[src/bounded_max_heap_top_k_top_assert.svh]
// ----------------------------------------------------------------------------
// bounded max-heap top-k: assertion macros
// Shared assertion forms, clocked on clk_i and disabled while rst_ni is low.
// ----------------------------------------------------------------------------
`ifndef BOUNDED_MAX_HEAP_TOP_K_TOP_ASSERT_SVH
`define BOUNDED_MAX_HEAP_TOP_K_TOP_ASSERT_SVH

// property holds at every clock edge out of reset
`define BMH_ASSERT(lbl, prop, msg) \
  lbl: assert property (@(posedge clk_i) disable iff (!rst_ni) prop) else $error(msg);

// condition must never be seen at a clock edge out of reset
`define BMH_NEVER(lbl, cond, msg) \
  lbl: assert property (@(posedge clk_i) disable iff (!rst_ni) !(cond)) else $error(msg);

`endif

[src/bmh_pkg.sv]
// ----------------------------------------------------------------------------
// bmh_pkg
// Widths, codes and the command/status types shared by the top-k heap.
// ----------------------------------------------------------------------------
`default_nettype none

package bmh_pkg;

  localparam int MAX_NEIGHBOURS = 16;
  localparam int SLOT_W = (MAX_NEIGHBOURS > 1) ? $clog2(MAX_NEIGHBOURS) : 1;
  localparam int CNT_W  = $clog2(MAX_NEIGHBOURS + 1);
  localparam int KID_W  = SLOT_W + 2;

  localparam int KIND_W = 2;
  localparam int DIST_W = 32;
  localparam int REC_W  = 16;
  localparam int STAT_W = 3;
  localparam int FILL_W = 5;
  localparam int CFG_W  = 5;

  localparam logic [CFG_W-1:0] CFG_RESET = CFG_W'(16);

  typedef enum logic [KIND_W-1:0] {
    KIND_PUSH  = 2'd0,
    KIND_POP   = 2'd1,
    KIND_CLEAR = 2'd2,
    KIND_RSVD  = 2'd3
  } kind_e;

  typedef enum logic [STAT_W-1:0] {
    ST_INSERTED = 3'd0,
    ST_REPLACED = 3'd1,
    ST_REJECTED = 3'd2,
    ST_POPPED   = 3'd3,
    ST_EMPTY    = 3'd4,
    ST_CLEARED  = 3'd5
  } status_e;

  typedef enum logic [3:0] {
    OP_NONE,
    OP_LOAD,
    OP_UP_START,
    OP_RD_PARENT,
    OP_UP_MOVE,
    OP_PLACE,
    OP_RD_ROOT,
    OP_REPLACE,
    OP_RD_POP,
    OP_POP_TAKE,
    OP_RD_KIDS,
    OP_DN_MOVE,
    OP_CLEAR
  } dp_op_e;

  typedef struct packed {
    logic [DIST_W-1:0] distance;
    logic [REC_W-1:0]  rec;
  } entry_t;

  typedef struct packed {
    dp_op_e  op;
    logic    set_status;
    status_e status;
  } dp_cmd_t;

  typedef struct packed {
    kind_e kind;
    logic  full;
    logic  empty;
    logic  pos_zero;
    logic  up_gt;
    logic  root_lt;
    logic  dn_move;
  } dp_stat_t;

endpackage

`default_nettype wire

[src/bmh_in_if.sv]
// ----------------------------------------------------------------------------
// bmh_in_if
// Operation channel: kind, candidate distance and record index.
// ----------------------------------------------------------------------------
`default_nettype none

interface bmh_in_if;
  logic                        valid;
  logic                        ready;
  logic [bmh_pkg::KIND_W-1:0]  kind;
  logic [bmh_pkg::DIST_W-1:0]  distance;
  logic [bmh_pkg::REC_W-1:0]   record_index;

  modport source (output valid, kind, distance, record_index, input ready);
  modport sink   (input valid, kind, distance, record_index, output ready);
endinterface

`default_nettype wire

[src/bmh_out_if.sv]
// ----------------------------------------------------------------------------
// bmh_out_if
// Result channel: status, popped entry and fill level.
// ----------------------------------------------------------------------------
`default_nettype none

interface bmh_out_if;
  logic                        valid;
  logic                        ready;
  logic [bmh_pkg::STAT_W-1:0]  status;
  logic [bmh_pkg::DIST_W-1:0]  out_distance;
  logic [bmh_pkg::REC_W-1:0]   out_record;
  logic [bmh_pkg::FILL_W-1:0]  fill_level;

  modport source (output valid, status, out_distance, out_record, fill_level, input ready);
  modport sink   (input valid, status, out_distance, out_record, fill_level, output ready);
endinterface

`default_nettype wire

[src/bmh_cfg_if.sv]
// ----------------------------------------------------------------------------
// bmh_cfg_if
// Configuration write channel for the heap capacity register.
// ----------------------------------------------------------------------------
`default_nettype none

interface bmh_cfg_if;
  logic                       valid;
  logic                       ready;
  logic [bmh_pkg::CFG_W-1:0]  neighbour_count;

  modport source (output valid, neighbour_count, input ready);
  modport sink   (input valid, neighbour_count, output ready);
endinterface

`default_nettype wire

[src/bounded_max_heap_top_k_top.sv]
// ----------------------------------------------------------------------------
// bounded_max_heap_top_k_top
// Bounded max-heap keeping the k smallest distances with their record ids.
// ----------------------------------------------------------------------------
//  channel   dir   what it carries
//  item_i    in    kind, distance, record_index
//  result_o  out   status, out_distance, out_record, fill_level
//  cfg_i     in    neighbour_count (heap capacity), always ready
//
//  one item at a time; each heap level costs a memory read state and a
//  compare/write state, and an item is done only once its result beat
//  has been taken.
//  reset empties the heap and sets capacity to 16; slots are not cleared.
//  no new item is taken until the pending result beat has gone out.
// ----------------------------------------------------------------------------
`default_nettype none

module bounded_max_heap_top_k_top (
  input  wire          clk_i,
  input  wire          rst_ni,
  bmh_in_if.sink       item_i,
  bmh_out_if.source    result_o,
  bmh_cfg_if.sink      cfg_i
);

  bmh_pkg::dp_cmd_t  cmd;
  bmh_pkg::dp_stat_t stat;

  assign cfg_i.ready = 1'b1;

  bmh_ctrl u_ctrl (
    .clk_i       (clk_i),
    .rst_ni      (rst_ni),
    .in_valid_i  (item_i.valid),
    .in_ready_o  (item_i.ready),
    .out_valid_o (result_o.valid),
    .out_ready_i (result_o.ready),
    .stat_i      (stat),
    .cmd_o       (cmd)
  );

  bmh_datapath u_datapath (
    .clk_i          (clk_i),
    .rst_ni         (rst_ni),
    .cmd_i          (cmd),
    .stat_o         (stat),
    .kind_i         (item_i.kind),
    .distance_i     (item_i.distance),
    .record_index_i (item_i.record_index),
    .cfg_we_i       (cfg_i.valid),
    .cfg_data_i     (cfg_i.neighbour_count),
    .status_o       (result_o.status),
    .out_distance_o (result_o.out_distance),
    .out_record_o   (result_o.out_record),
    .fill_level_o   (result_o.fill_level)
  );

`include "bounded_max_heap_top_k_top_assert.svh"

  `BMH_NEVER(a_no_accept_while_result, item_i.valid && item_i.ready && result_o.valid, "item beat taken while result pending")
  `BMH_NEVER(a_fill_in_range, 32'(result_o.fill_level) > 32'(bmh_pkg::MAX_NEIGHBOURS), "fill level above slot count")
  `BMH_ASSERT(a_insert_nonempty, result_o.valid && (result_o.status == bmh_pkg::ST_INSERTED) |-> (result_o.fill_level != '0), "insert reported with empty heap")
  `BMH_ASSERT(a_result_follows_item, (item_i.valid && item_i.ready) |=> !result_o.valid, "result beat too early after item beat")

endmodule

`default_nettype wire

[src/bmh_datapath.sv]
// ----------------------------------------------------------------------------
// bmh_datapath
// Heap slot memory, carried entry, position and fill count, capacity register
// and the result registers; executes one command from the controller a cycle.
// ----------------------------------------------------------------------------
`default_nettype none

module bmh_datapath (
  input  wire                          clk_i,
  input  wire                          rst_ni,
  input  bmh_pkg::dp_cmd_t             cmd_i,
  output bmh_pkg::dp_stat_t            stat_o,
  input  wire [bmh_pkg::KIND_W-1:0]    kind_i,
  input  wire [bmh_pkg::DIST_W-1:0]    distance_i,
  input  wire [bmh_pkg::REC_W-1:0]     record_index_i,
  input  wire                          cfg_we_i,
  input  wire [bmh_pkg::CFG_W-1:0]     cfg_data_i,
  output logic [bmh_pkg::STAT_W-1:0]   status_o,
  output logic [bmh_pkg::DIST_W-1:0]   out_distance_o,
  output logic [bmh_pkg::REC_W-1:0]    out_record_o,
  output logic [bmh_pkg::FILL_W-1:0]   fill_level_o
);

  bmh_pkg::entry_t mem_q [bmh_pkg::MAX_NEIGHBOURS];
  bmh_pkg::entry_t rd_a_q, rd_b_q, cur_q, cur_d, wr_data;
  logic [bmh_pkg::SLOT_W-1:0] raddr_a, raddr_b, pos_q, pos_d, parent, child;
  logic [bmh_pkg::CNT_W-1:0]  count_q, count_d, cap;
  logic [bmh_pkg::CFG_W-1:0]  cfg_q;
  logic [bmh_pkg::KIND_W-1:0] kind_q;
  logic [bmh_pkg::DIST_W-1:0] dist_q, odist_q, odist_d;
  logic [bmh_pkg::REC_W-1:0]  rec_q, orec_q, orec_d;
  bmh_pkg::status_e           status_q;
  logic [bmh_pkg::KID_W-1:0]  left, right, count_ext;
  logic                       we, left_big, pick_right;
  logic [bmh_pkg::DIST_W-1:0] big_dist;

  // capacity clamp: zero acts as one, above the slot count acts as full size
  always_comb begin
    if (cfg_q == '0) begin
      cap = bmh_pkg::CNT_W'(1);
    end else if (32'(cfg_q) > 32'(bmh_pkg::MAX_NEIGHBOURS)) begin
      cap = bmh_pkg::CNT_W'(bmh_pkg::MAX_NEIGHBOURS);
    end else begin
      cap = bmh_pkg::CNT_W'(cfg_q);
    end
  end

  assign parent    = bmh_pkg::SLOT_W'((pos_q - bmh_pkg::SLOT_W'(1)) >> 1);
  assign left      = bmh_pkg::KID_W'({pos_q, 1'b1});
  assign right     = left + bmh_pkg::KID_W'(1);
  assign count_ext = bmh_pkg::KID_W'(count_q);

  // pick the larger child; ties keep the carried entry, then the left child
  assign left_big   = (left < count_ext) && (rd_a_q.distance > cur_q.distance);
  assign big_dist   = left_big ? rd_a_q.distance : cur_q.distance;
  assign pick_right = (right < count_ext) && (rd_b_q.distance > big_dist);
  assign child      = pick_right ? bmh_pkg::SLOT_W'(right) : bmh_pkg::SLOT_W'(left);

  always_comb begin
    stat_o.kind     = bmh_pkg::kind_e'(kind_q);
    stat_o.full     = (count_q >= cap);
    stat_o.empty    = (count_q == '0);
    stat_o.pos_zero = (pos_q == '0);
    stat_o.up_gt    = (cur_q.distance > rd_a_q.distance);
    stat_o.root_lt  = (dist_q < rd_a_q.distance);
    stat_o.dn_move  = left_big || pick_right;
  end

  always_comb begin
    raddr_a = '0;
    raddr_b = '0;
    we      = 1'b0;
    wr_data = cur_q;
    cur_d   = cur_q;
    pos_d   = pos_q;
    count_d = count_q;
    odist_d = odist_q;
    orec_d  = orec_q;
    case (cmd_i.op)
      bmh_pkg::OP_LOAD: begin
        odist_d = '0;
        orec_d  = '0;
      end
      bmh_pkg::OP_UP_START: begin
        cur_d   = '{distance: dist_q, rec: rec_q};
        pos_d   = bmh_pkg::SLOT_W'(count_q);
        count_d = count_q + bmh_pkg::CNT_W'(1);
      end
      bmh_pkg::OP_RD_PARENT: raddr_a = parent;
      bmh_pkg::OP_UP_MOVE: begin
        we      = 1'b1;
        wr_data = rd_a_q;
        pos_d   = parent;
      end
      bmh_pkg::OP_PLACE: we = 1'b1;
      bmh_pkg::OP_RD_ROOT: raddr_a = '0;
      bmh_pkg::OP_REPLACE: begin
        cur_d = '{distance: dist_q, rec: rec_q};
        pos_d = '0;
      end
      bmh_pkg::OP_RD_POP: begin
        raddr_a = '0;
        raddr_b = bmh_pkg::SLOT_W'(count_q - bmh_pkg::CNT_W'(1));
      end
      bmh_pkg::OP_POP_TAKE: begin
        odist_d = rd_a_q.distance;
        orec_d  = rd_a_q.rec;
        cur_d   = rd_b_q;
        count_d = count_q - bmh_pkg::CNT_W'(1);
        pos_d   = '0;
      end
      bmh_pkg::OP_RD_KIDS: begin
        raddr_a = bmh_pkg::SLOT_W'(left);
        raddr_b = bmh_pkg::SLOT_W'(right);
      end
      bmh_pkg::OP_DN_MOVE: begin
        we      = 1'b1;
        wr_data = pick_right ? rd_b_q : rd_a_q;
        pos_d   = child;
      end
      bmh_pkg::OP_CLEAR: count_d = '0;
      default: ;
    endcase
  end

  // slot memory: one write port, two registered read ports
  always_ff @(posedge clk_i) begin
    if (we) begin
      mem_q[pos_q] <= wr_data;
    end
    rd_a_q <= mem_q[raddr_a];
    rd_b_q <= mem_q[raddr_b];
  end

  always_ff @(posedge clk_i or negedge rst_ni) begin
    if (!rst_ni) begin
      count_q <= '0;
      cfg_q   <= bmh_pkg::CFG_RESET;
    end else begin
      count_q <= count_d;
      if (cfg_we_i) begin
        cfg_q <= cfg_data_i;
      end
    end
  end

  always_ff @(posedge clk_i) begin
    cur_q   <= cur_d;
    pos_q   <= pos_d;
    odist_q <= odist_d;
    orec_q  <= orec_d;
    if (cmd_i.op == bmh_pkg::OP_LOAD) begin
      kind_q <= kind_i;
      dist_q <= distance_i;
      rec_q  <= record_index_i;
    end
    if (cmd_i.set_status) begin
      status_q <= cmd_i.status;
    end
  end

  assign status_o       = status_q;
  assign out_distance_o = odist_q;
  assign out_record_o   = orec_q;
  assign fill_level_o   = bmh_pkg::FILL_W'(count_q);

endmodule

`default_nettype wire

[src/bmh_ctrl.sv]
// ----------------------------------------------------------------------------
// bmh_ctrl
// Sequencer for one heap operation: dispatch on kind, walk the sift up or
// sift down one level per read/compare pair, then hold the result beat.
// ----------------------------------------------------------------------------
`default_nettype none

module bmh_ctrl (
  input  wire                 clk_i,
  input  wire                 rst_ni,
  input  wire                 in_valid_i,
  output logic                in_ready_o,
  output logic                out_valid_o,
  input  wire                 out_ready_i,
  input  bmh_pkg::dp_stat_t   stat_i,
  output bmh_pkg::dp_cmd_t    cmd_o
);

  typedef enum logic [8:0] {
    S_IDLE     = 9'b000000001,
    S_DISP     = 9'b000000010,
    S_UP_RD    = 9'b000000100,
    S_UP_CMP   = 9'b000001000,
    S_ROOT_CMP = 9'b000010000,
    S_POP_TAKE = 9'b000100000,
    S_DN_RD    = 9'b001000000,
    S_DN_CMP   = 9'b010000000,
    S_RESP     = 9'b100000000
  } state_e;

  state_e state_q, state_d;

  always_comb begin
    state_d           = state_q;
    cmd_o.op          = bmh_pkg::OP_NONE;
    cmd_o.set_status  = 1'b0;
    cmd_o.status      = bmh_pkg::ST_REJECTED;
    unique case (state_q)
      S_IDLE: begin
        if (in_valid_i) begin
          cmd_o.op = bmh_pkg::OP_LOAD;
          state_d  = S_DISP;
        end
      end
      S_DISP: begin
        cmd_o.set_status = 1'b1;
        unique case (stat_i.kind)
          bmh_pkg::KIND_PUSH: begin
            if (!stat_i.full) begin
              cmd_o.op     = bmh_pkg::OP_UP_START;
              cmd_o.status = bmh_pkg::ST_INSERTED;
              state_d      = S_UP_RD;
            end else begin
              cmd_o.op = bmh_pkg::OP_RD_ROOT;
              state_d  = S_ROOT_CMP;
            end
          end
          bmh_pkg::KIND_POP: begin
            if (stat_i.empty) begin
              cmd_o.status = bmh_pkg::ST_EMPTY;
              state_d      = S_RESP;
            end else begin
              cmd_o.op     = bmh_pkg::OP_RD_POP;
              cmd_o.status = bmh_pkg::ST_POPPED;
              state_d      = S_POP_TAKE;
            end
          end
          bmh_pkg::KIND_CLEAR: begin
            cmd_o.op     = bmh_pkg::OP_CLEAR;
            cmd_o.status = bmh_pkg::ST_CLEARED;
            state_d      = S_RESP;
          end
          bmh_pkg::KIND_RSVD: begin
            cmd_o.status = bmh_pkg::ST_REJECTED;
            state_d      = S_RESP;
          end
        endcase
      end
      S_UP_RD: begin
        if (stat_i.pos_zero) begin
          cmd_o.op = bmh_pkg::OP_PLACE;
          state_d  = S_RESP;
        end else begin
          cmd_o.op = bmh_pkg::OP_RD_PARENT;
          state_d  = S_UP_CMP;
        end
      end
      S_UP_CMP: begin
        if (stat_i.up_gt) begin
          cmd_o.op = bmh_pkg::OP_UP_MOVE;
          state_d  = S_UP_RD;
        end else begin
          cmd_o.op = bmh_pkg::OP_PLACE;
          state_d  = S_RESP;
        end
      end
      S_ROOT_CMP: begin
        cmd_o.set_status = 1'b1;
        // replacement needs a strictly smaller distance than the root
        if (stat_i.root_lt) begin
          cmd_o.op     = bmh_pkg::OP_REPLACE;
          cmd_o.status = bmh_pkg::ST_REPLACED;
          state_d      = S_DN_RD;
        end else begin
          cmd_o.status = bmh_pkg::ST_REJECTED;
          state_d      = S_RESP;
        end
      end
      S_POP_TAKE: begin
        cmd_o.op = bmh_pkg::OP_POP_TAKE;
        state_d  = S_DN_RD;
      end
      S_DN_RD: begin
        cmd_o.op = bmh_pkg::OP_RD_KIDS;
        state_d  = S_DN_CMP;
      end
      S_DN_CMP: begin
        if (stat_i.dn_move) begin
          cmd_o.op = bmh_pkg::OP_DN_MOVE;
          state_d  = S_DN_RD;
        end else begin
          cmd_o.op = bmh_pkg::OP_PLACE;
          state_d  = S_RESP;
        end
      end
      S_RESP: begin
        if (out_ready_i) begin
          state_d = S_IDLE;
        end
      end
      default: state_d = S_IDLE;
    endcase
  end

  always_ff @(posedge clk_i or negedge rst_ni) begin
    if (!rst_ni) begin
      state_q <= S_IDLE;
    end else begin
      state_q <= state_d;
    end
  end

  assign in_ready_o  = (state_q == S_IDLE);
  assign out_valid_o = (state_q == S_RESP);

endmodule

`default_nettype wire

[src/flat_wrapper.sv]
// flat-port wrapper written by rule: the top's interface ports become plain ports
module bounded_max_heap_top_k_top_flat 
  (clk_i, rst_ni, item_i_valid, item_i_kind, item_i_distance, item_i_record_index, item_i_ready, result_o_valid, result_o_status, result_o_out_distance, result_o_out_record, result_o_fill_level, result_o_ready, cfg_i_valid, cfg_i_neighbour_count, cfg_i_ready);
  bmh_in_if item_i_i ();
  bmh_out_if result_o_i ();
  bmh_cfg_if cfg_i_i ();
  input  wire clk_i;
  input  wire rst_ni;
  input wire logic [$bits(item_i_i.valid)-1:0] item_i_valid;
  input wire logic [$bits(item_i_i.kind)-1:0] item_i_kind;
  input wire logic [$bits(item_i_i.distance)-1:0] item_i_distance;
  input wire logic [$bits(item_i_i.record_index)-1:0] item_i_record_index;
  output wire logic [$bits(item_i_i.ready)-1:0] item_i_ready;
  output wire logic [$bits(result_o_i.valid)-1:0] result_o_valid;
  output wire logic [$bits(result_o_i.status)-1:0] result_o_status;
  output wire logic [$bits(result_o_i.out_distance)-1:0] result_o_out_distance;
  output wire logic [$bits(result_o_i.out_record)-1:0] result_o_out_record;
  output wire logic [$bits(result_o_i.fill_level)-1:0] result_o_fill_level;
  input wire logic [$bits(result_o_i.ready)-1:0] result_o_ready;
  input wire logic [$bits(cfg_i_i.valid)-1:0] cfg_i_valid;
  input wire logic [$bits(cfg_i_i.neighbour_count)-1:0] cfg_i_neighbour_count;
  output wire logic [$bits(cfg_i_i.ready)-1:0] cfg_i_ready;
  assign item_i_i.valid = item_i_valid;
  assign item_i_i.kind = item_i_kind;
  assign item_i_i.distance = item_i_distance;
  assign item_i_i.record_index = item_i_record_index;
  assign item_i_ready = item_i_i.ready;
  assign result_o_valid = result_o_i.valid;
  assign result_o_status = result_o_i.status;
  assign result_o_out_distance = result_o_i.out_distance;
  assign result_o_out_record = result_o_i.out_record;
  assign result_o_fill_level = result_o_i.fill_level;
  assign result_o_i.ready = result_o_ready;
  assign cfg_i_i.valid = cfg_i_valid;
  assign cfg_i_i.neighbour_count = cfg_i_neighbour_count;
  assign cfg_i_ready = cfg_i_i.ready;
  bounded_max_heap_top_k_top u_core (.clk_i(clk_i), .rst_ni(rst_ni), .item_i(item_i_i), .result_o(result_o_i), .cfg_i(cfg_i_i));
endmodule
[config.mk]
export PLATFORM = sky130hd
export DESIGN_NAME = bounded_max_heap_top_k_top_flat
export DESIGN_NICKNAME = d
export VERILOG_FILES = /design/src/bmh_pkg.sv /design/src/bmh_in_if.sv /design/src/bmh_out_if.sv /design/src/bmh_cfg_if.sv /design/src/bounded_max_heap_top_k_top.sv /design/src/bmh_datapath.sv /design/src/bmh_ctrl.sv /design/src/flat_wrapper.sv
export VERILOG_INCLUDE_DIRS = /design/src /design/src/src
export SDC_FILE = /design/constraint.sdc
export NUM_CORES = 2
export LEC_CHECK = 0
export BUFFER_PORTS_ARGS = -buffer_cell sky130_fd_sc_hd__buf_2
export CORE_MARGIN = 2
export CORE_UTILIZATION = 37
export DETAILED_ROUTE_END_ITERATION = 12
export GPL_TIMING_DRIVEN = 0
export SYNTH_ARGS = -nofsm -noshare
export SYNTH_HDL_FRONTEND = slang
export SYNTH_SLANG_ARGS = --single-unit
[constraint.sdc]
create_clock -name clk_i -period 6.5 [get_ports clk_i]
set_clock_uncertainty 0.05 [all_clocks]
set_input_delay 0.975 -clock clk_i [delete_from_list [all_inputs] [get_ports clk_i]]
set_output_delay 0.975 -clock clk_i [all_outputs]
set_load 0.05 [all_outputs]
Word level (Yosys, flattened, before mapping):

Memories as Yosys holds them, arrays and structs flattened. A register that Yosys moved wholly into a read port is not among the register bits.
Index checks and enable logic that the tools add are counted.
Widths: inputs -> output; s select.

* register bits after elaboration: 172
* input bits: 60
* memories: 1
* logic and storage cells: 106
* bits in writable memories: 768
* output and inout port bits: 59

Memory list
* u_core.u_datapath.mem_q: depth 16, bits a word 48, rd ports 2, clocked after memory_dff 2, write ports 1, line bmh_datapath.sv:24 `bmh_pkg::entry_t mem_q [bmh_pkg::MAX_NEIGHBOURS];`

* add/sub/neg operators: 4
* reductions and logical operators: 16
* equality and inequality tests: 25
* order comparisons: 8
* muxes and demuxes: 40

Operators with widths (count)
* $pmux 48 s2: 2
* $gt 32x32->1: 3
* $pmux 9 s9: 1
* $pmux 32 s2: 1
* $mux 9: 7
* $mux 48: 1
* $lt 32x32->1: 1
* $mux 32: 1
* $pmux 16 s2: 1
* $pmux 4 s8: 1
* $pmux 9 s3: 1
* $pmux 4 s2: 3
* $eq 4x4->1 const B: 5
* $pmux 4 s4: 1
* $mux 5: 3
* $pmux 5 s3: 1
* $eq 4x3->1 const B: 3
* $mux 3: 4
* $mux 4: 3
* $pmux 3 s4: 1
* $pmux 4 s3: 1
* $logic_not 5->1: 2
* $eq 9x1->1 const B: 1
* $eq 9x2->1 const B: 1
* other kinds (33): 44

Longest topological paths before layout:

* depth after elaboration: 13
* mapped depth: 23
* gate-level depth less buffers: 18

Hierarchy:

Synthesis repeated with hierarchy kept, for this count alone.

* cell total of the unflattened synthesis: 3680
* area total of the unflattened synthesis: 49242.2 µm²

By module, submodules not included
* bmh_datapath: times used 1, sequential area each 29829.9 µm², area each 48380.2 µm², cells each 3574
* bmh_ctrl: times used 1, sequential area each 226.5 µm², area each 850.8 µm², cells each 104
* bounded_max_heap_top_k_top: times used 1, sequential area each 0.0 µm², area each 11.3 µm², cells each 2

Worst setup path before layout:

No wires, ideal clock.

* path kind: register to register
* from: register u_core.u_ctrl.state_q[4]
* to: register u_core.u_datapath.odist_q, in the netlist u_core.u_datapath.out_distance_o[0] (enable)
* period minus slack after synthesis: 6.480 ns
* required time: 5.937 ns
* buffers on the path: 0
* arrival: 5.917 ns
* library setup time: 0.513 ns
* cell stages (with the launch flop): 7
* setup slack: 0.020 ns
* cells stage by stage: dfrtp_1 -> nor4_2 -> and4_1 -> nor4_1 -> nand2b_1 -> nor2_1 -> nor3_1

* longest elaborated chain between the ends: 4
* elaborated cells on any way between the ends: 12
* classes of those cells: eq/ne: 10; mux: 1; reduce/logical: 1

RTL lines
* start: declaration: line bmh_ctrl.sv:31 `state_e state_q, state_d;`
* start signal: assignment: line bmh_ctrl.sv:139 `state_q <= state_d;`
* $eq 9x8->1 (tied with other cells): line bmh_ctrl.sv:38 `unique case (state_q)`
* $pmux 4 s8 *: line bmh_ctrl.sv:38
* $eq 4x1->1 / $eq 4x4->1 (equally long branches): line bmh_datapath.sv:79 `case (cmd_i.op)`
* $reduce_bool 2->1 (no source line) *
* end signal: assignment: line bmh_datapath.sv:150 `odist_q <= odist_d;`
* end: declaration: line bmh_datapath.sv:30 `logic [bmh_pkg::DIST_W-1:0] dist_q, odist_q, odist_d;`

Every way passes the cells marked *; elsewhere a longest branch is shown, timed or not.
A chain may end at the register's enable or synchronous reset.

Worst setup path after layout:

* from: register u_core.u_datapath.count_q, in the netlist u_core.u_datapath.fill_level_o[0]
* to: register u_core.u_datapath.rd_b_q[7] (netlist name)

* longest elaborated chain between the ends: 10
* elaborated cells on any way between the ends: 18
* classes of those cells: add/sub: 1; order compare: 4; eq/ne: 2; mux: 7; reduce/logical: 4

RTL lines
* start: declaration: line bmh_datapath.sv:27 `logic [bmh_pkg::CNT_W-1:0] count_q, count_d, cap;`
* start signal: assignment: line bmh_datapath.sv:140 `count_q <= count_d;`
* $lt 5x5->1: line bmh_datapath.sv:54 `assign left_big = (left < count_ext) && (rd_a_q.distance > cur_q.distance);`
* $logic_and 1x1->1: line bmh_datapath.sv:54
* $mux 32: line bmh_datapath.sv:55 `assign big_dist = left_big ? rd_a_q.distance : cur_q.distance;`
* $gt 32x32->1: line bmh_datapath.sv:56 `assign pick_right = (right < count_ext) && (rd_b_q.distance > big_dist);`
* $logic_and 1x1->1: line bmh_datapath.sv:56
* $logic_or 1x1->1: line bmh_datapath.sv:66 `stat_o.dn_move = left_big || pick_right;`
* $mux 4: line bmh_ctrl.sv:118 `if (stat_i.dn_move) begin`
* $pmux 4 s8: line bmh_ctrl.sv:38
* $eq 4x4->1: line bmh_datapath.sv:79
* $pmux 4 s2 *: line bmh_datapath.sv:79

Marks and branches as above.

==> summary.md <==
| Metric | Value |
|---|---|
| Outcome | complete, but fails checks |
| Failing checks | max-capacitance violations, max-slew violations |
| CTS root buf | clkbuf_16 |
| Unrepaired setup endpoints after global routing | no |
| Ys flop type | edfxtp_1 |
| Critical Path Max Stage Delay | 0.78 ns |
| Antenna violations before repair | 10 |
| DRT iter0 DRCs | 6,037 |
| Largest net degree at the start of global routing | 33 |
| Fmax | ~160 MHz |
| Global routing's busiest layer | met2 |
| CP most frequent cell | buf_2 |
| Family with the most delay on the worst path | buffers and inverters |
| Final period demand of the worst path | 6.40 ns |
| TritonCTS Sinks | 1,036 |
| FF+latch count, synth | 1,036 |
| Post-synth EDFFs | 921 |
| Crit-path max FO | 11 |
| Most frequent cell after synthesis | edfxtp_1 |
| CP arrival | 6.87 ns |
| Syn Std Cell Area | 48,900 um^2 |
| Measured slew at the worst slew-check pin | 1.51 ns |
| Max-slew violation count | 17 |
| Worst skew pair latency | 0.74 ns |
| Die area | around 130,000 um^2 |
| GRT Total Usage | 0.288 |
| Clock Power Share | 0.339 |
| Fraction of layout cells with a size suffix above 1 | 0.135 |
| Worst slew margin | -0.00640 |
| Worst-path cell chain | inv_1 -> clkbuf_2 -> clkbuf_2 -> ha_1 -> nor4b_2 -> o21ai_0 -> a211oi_2 -> or4b_1 -> buf_2 -> nor2_1 -> buf_2 -> buf_2 -> buf_2 -> a21oi_1 -> a22oi_1 -> nand3_1 |
| Max Cap Violations | 2 |
| Die width | 367 um |
| CTS Buf Count | 106 |
| Hold_buf cts | 0 |
| Syn_nets | about 4.4k |
| Drt drc | 0 |
| Cell Count, Final, Fillers Out | about 6.4k |
| DRT Pass-1 Iters | 8 |
| Ranking of synthesized cells by area | edfxtp_1, nand2_1, mux2i_1 |
| Final Net Count | 4,684 |
| Total power per unit cell area | 332 nW/um^2 |
| Dpl hpwl | around 150 mm |
| Slowest CP cell | dfrtp_1 |
| Clk buf depth | 3 |
| Register Area | around 30,000 um^2 |
| Synth unique cells | between 60 and 70 |
| Top cells by count, synth | edfxtp_1, nand2_1, a21oi_1 |
| Multi-input logic area | around 18,000 um^2 |
| Setup Viol. Count Final | 0 |
| GR Layer Usage met3 | 0.100 |
| HP Class | in -> async |
| CTS tree | done |
| Worst vdd ir | 0.000236 V |
| GPL Wtd Cong | 0.987 |
| Internal power | 12.7 mW |
| H-tree depth | 3 |
| Mean Syn Cell Area | 11.6 um^2 |
| Yosys synthesis warning count | 0 |
| R2r setup slk | 0.1 ns |
| Drt wl/cell | 31.5 um |
| Clock-pin slew on the worst setup and hold paths | 0.06 ns |
| Leakage | a little over 20 nW |
| Dpl cells | about 6k |
| Worst Path Buf+Inv | 7 |
| Total Routed Length | 200 mm |
| Die Y | 367 um |
| Met1 usage | 0.353 |
| Vias in the first global route | 37.9k |
| Port bufs | 117 |
| Core Region | 131,000 um^2 |
| Synthesized instance count | 4,221 |
| Total power | 18.8 mW |
| Starting density of the core | 0.372 |
| CP startpoint kind | register |
| Part of the power in registers | 0.424 |
| Register area share after synthesis | 0.615 |
| Share of Yosys cell area claimed by the top area cell type | 0.566 |
| Final hold violations | 0 |
| Number of routed nets with antenna violations | 0 |
| Fillers | approximately 12k |
| FFs w/ async S/R, synth | 0.0183 |
| Ports | about 120 |
| Final Core Density | 0.432 |
| Gate power share | 0.237 |
| Grt ovf | 0 |
| CP Data Required Time | 6.96 ns |
| Row count | 133 |
| Fin crit share | 0.985 |
| First-pass GRT wire length | 275 mm |
| GR Util met2 | 0.443 |
| Kind of critical path | reg -> reg |
| Area Growth Syn to Fin | 16.0% |
| CP Capture Type | register |
| Switch Pwr | around 6 mW |
| Sw frac | 0.325 |
| Hold slack | around 0.15 ns |
| Area leader, netlist | edfxtp_1 |
| Vias per Instance | approximately 6.1 |
| Vias post-DR | 39.1k |
## placed cells by master (no fill, tap or decap), drive strengths merged, types with 55 or more instances in the layout
cell and instances:
a211oi 101, a21oi 373, a221o 79, a221oi 57, a31oi 105, and2 67
and3 100, buf 262, clkbuf 372, dfxtp 96, edfxtp 921, ha 115
inv 55, mux2 73, mux2i 215, nand2 701, nand3 236, nor2 211
o21ai 96
## kinds of logic after synthesis
group / count (synthesis) / share of synthesized area
AND/OR/NAND/NOR: 1438 / 0.133
flip-flops: 1036 / 0.615
AO/OA/AOI/OAI: 964 / 0.129
other: 1 / 0.0000768
adder cells (fa/ha/maj): 115 / 0.0295
multiplexers: 288 / 0.0609
buffers and inverters: 370 / 0.0305
XOR/XNOR: 9 / 0.00161
## area by class of cell
class | count | area share
Antenna cell | 7 | 0.000309
Buffer | 323 | 0.0244
Clock buffer | 133 | 0.0517
Clock inverter | 65 | 0.0115
Inverter | 47 | 0.00311
Multi-Input combinational cell | 2815 | 0.313
Sequential cell | 1036 | 0.530
Tap cell | 1755 | 0.0387
Timing Repair Buffer | 180 | 0.0270
## flip-flops by register name (all words and copies together), names as in the netlist
signal and flops:
u_core.u_datapath.mem_q 768, u_core.u_datapath.cur_q 48, u_core.u_datapath.rd_a_q 48, u_core.u_datapath.rd_b_q 48
u_core.u_datapath.dist_q 32, u_core.u_datapath.out_distance_o 32, u_core.u_datapath.out_record_o 16, u_core.u_datapath.rec_q 16
u_core.u_ctrl.state_q 9, u_core.u_datapath.cfg_q 5, u_core.u_datapath.fill_level_o 5, u_core.u_datapath.pos_q 4
u_core.u_datapath.status_o 3, u_core.u_datapath.kind_q 2
## power groups by stage
| stage | Clock (mW) | Combinational, mW | Sequential [mW] |
|---|---|---|---|
| finish | 6.37 | 4.46 | 7.98 |
| global placement | 0 | 4.15 | 8.12 |
| floorplan | 0 | 2.35 | 8.33 |
| global route | 6.63 | 4.61 | 8.00 |
| CTS | 6.37 | 4.31 | 7.96 |
| detailed placement | 0 | 4.24 | 8.09 |
## worst paths after layout
path / start / endpoint / cells after the start
worst min register to register: u_core.u_datapath.cfg_q[0]$_DFFE_PN0P_ / u_core.u_datapath.cfg_q[0]$_DFFE_PN0P_ / 1
min in group clk_i: item_i_kind[0] / u_core.u_datapath.kind_q[0]$_DFFE_PP_ / 1
worst max-delay path: u_core.u_datapath.fill_level_o[0]$_DFFE_PN0P_ / u_core.u_datapath.rd_b_q[7]$_DFF_P_ / 16
worst max register to register: u_core.u_datapath.fill_level_o[0]$_DFFE_PN0P_ / u_core.u_datapath.rd_b_q[7]$_DFF_P_ / 16
worst min-delay path: rst_ni / u_core.u_ctrl.state_q[2]$_DFFE_PN0P_ / 1
max in group asynchronous: rst_ni / u_core.u_datapath.cfg_q[4]$_DFFE_PN1P_ / 1
## stage by stage
step | cell area (um^2) | TNS, ns | setup WS (ns)
2_1_floorplan | 48900 | 0 | 0.0201
3_3_place_gp | 51600 | -2980.91 | -3.75
3_5_place_dp | 52600 | -1688.36 | -2.38
4_1_cts | 56600 | 0 | 0.0389
5_1_grt | 56700 | 0 | 0.0195
6_report | 56700 | 0 | 0.0965
## metal layers
layer,vias up,part of all wire
met4,10,0.062
met5,-,0.00036
met2,2780,0.44
met3,655,0.14
li1,16500,-
met1,19200,0.36
## what timing repair did
item                                    in CTS  in global routing
endpoints found under the setup margin     825                796
buffers inserted                             4                  6
pin swaps                                    2                  2
hold endpoints to repair                     0                  0
gates resized for setup                    109                 22
(Power assumes the default switching activity.)
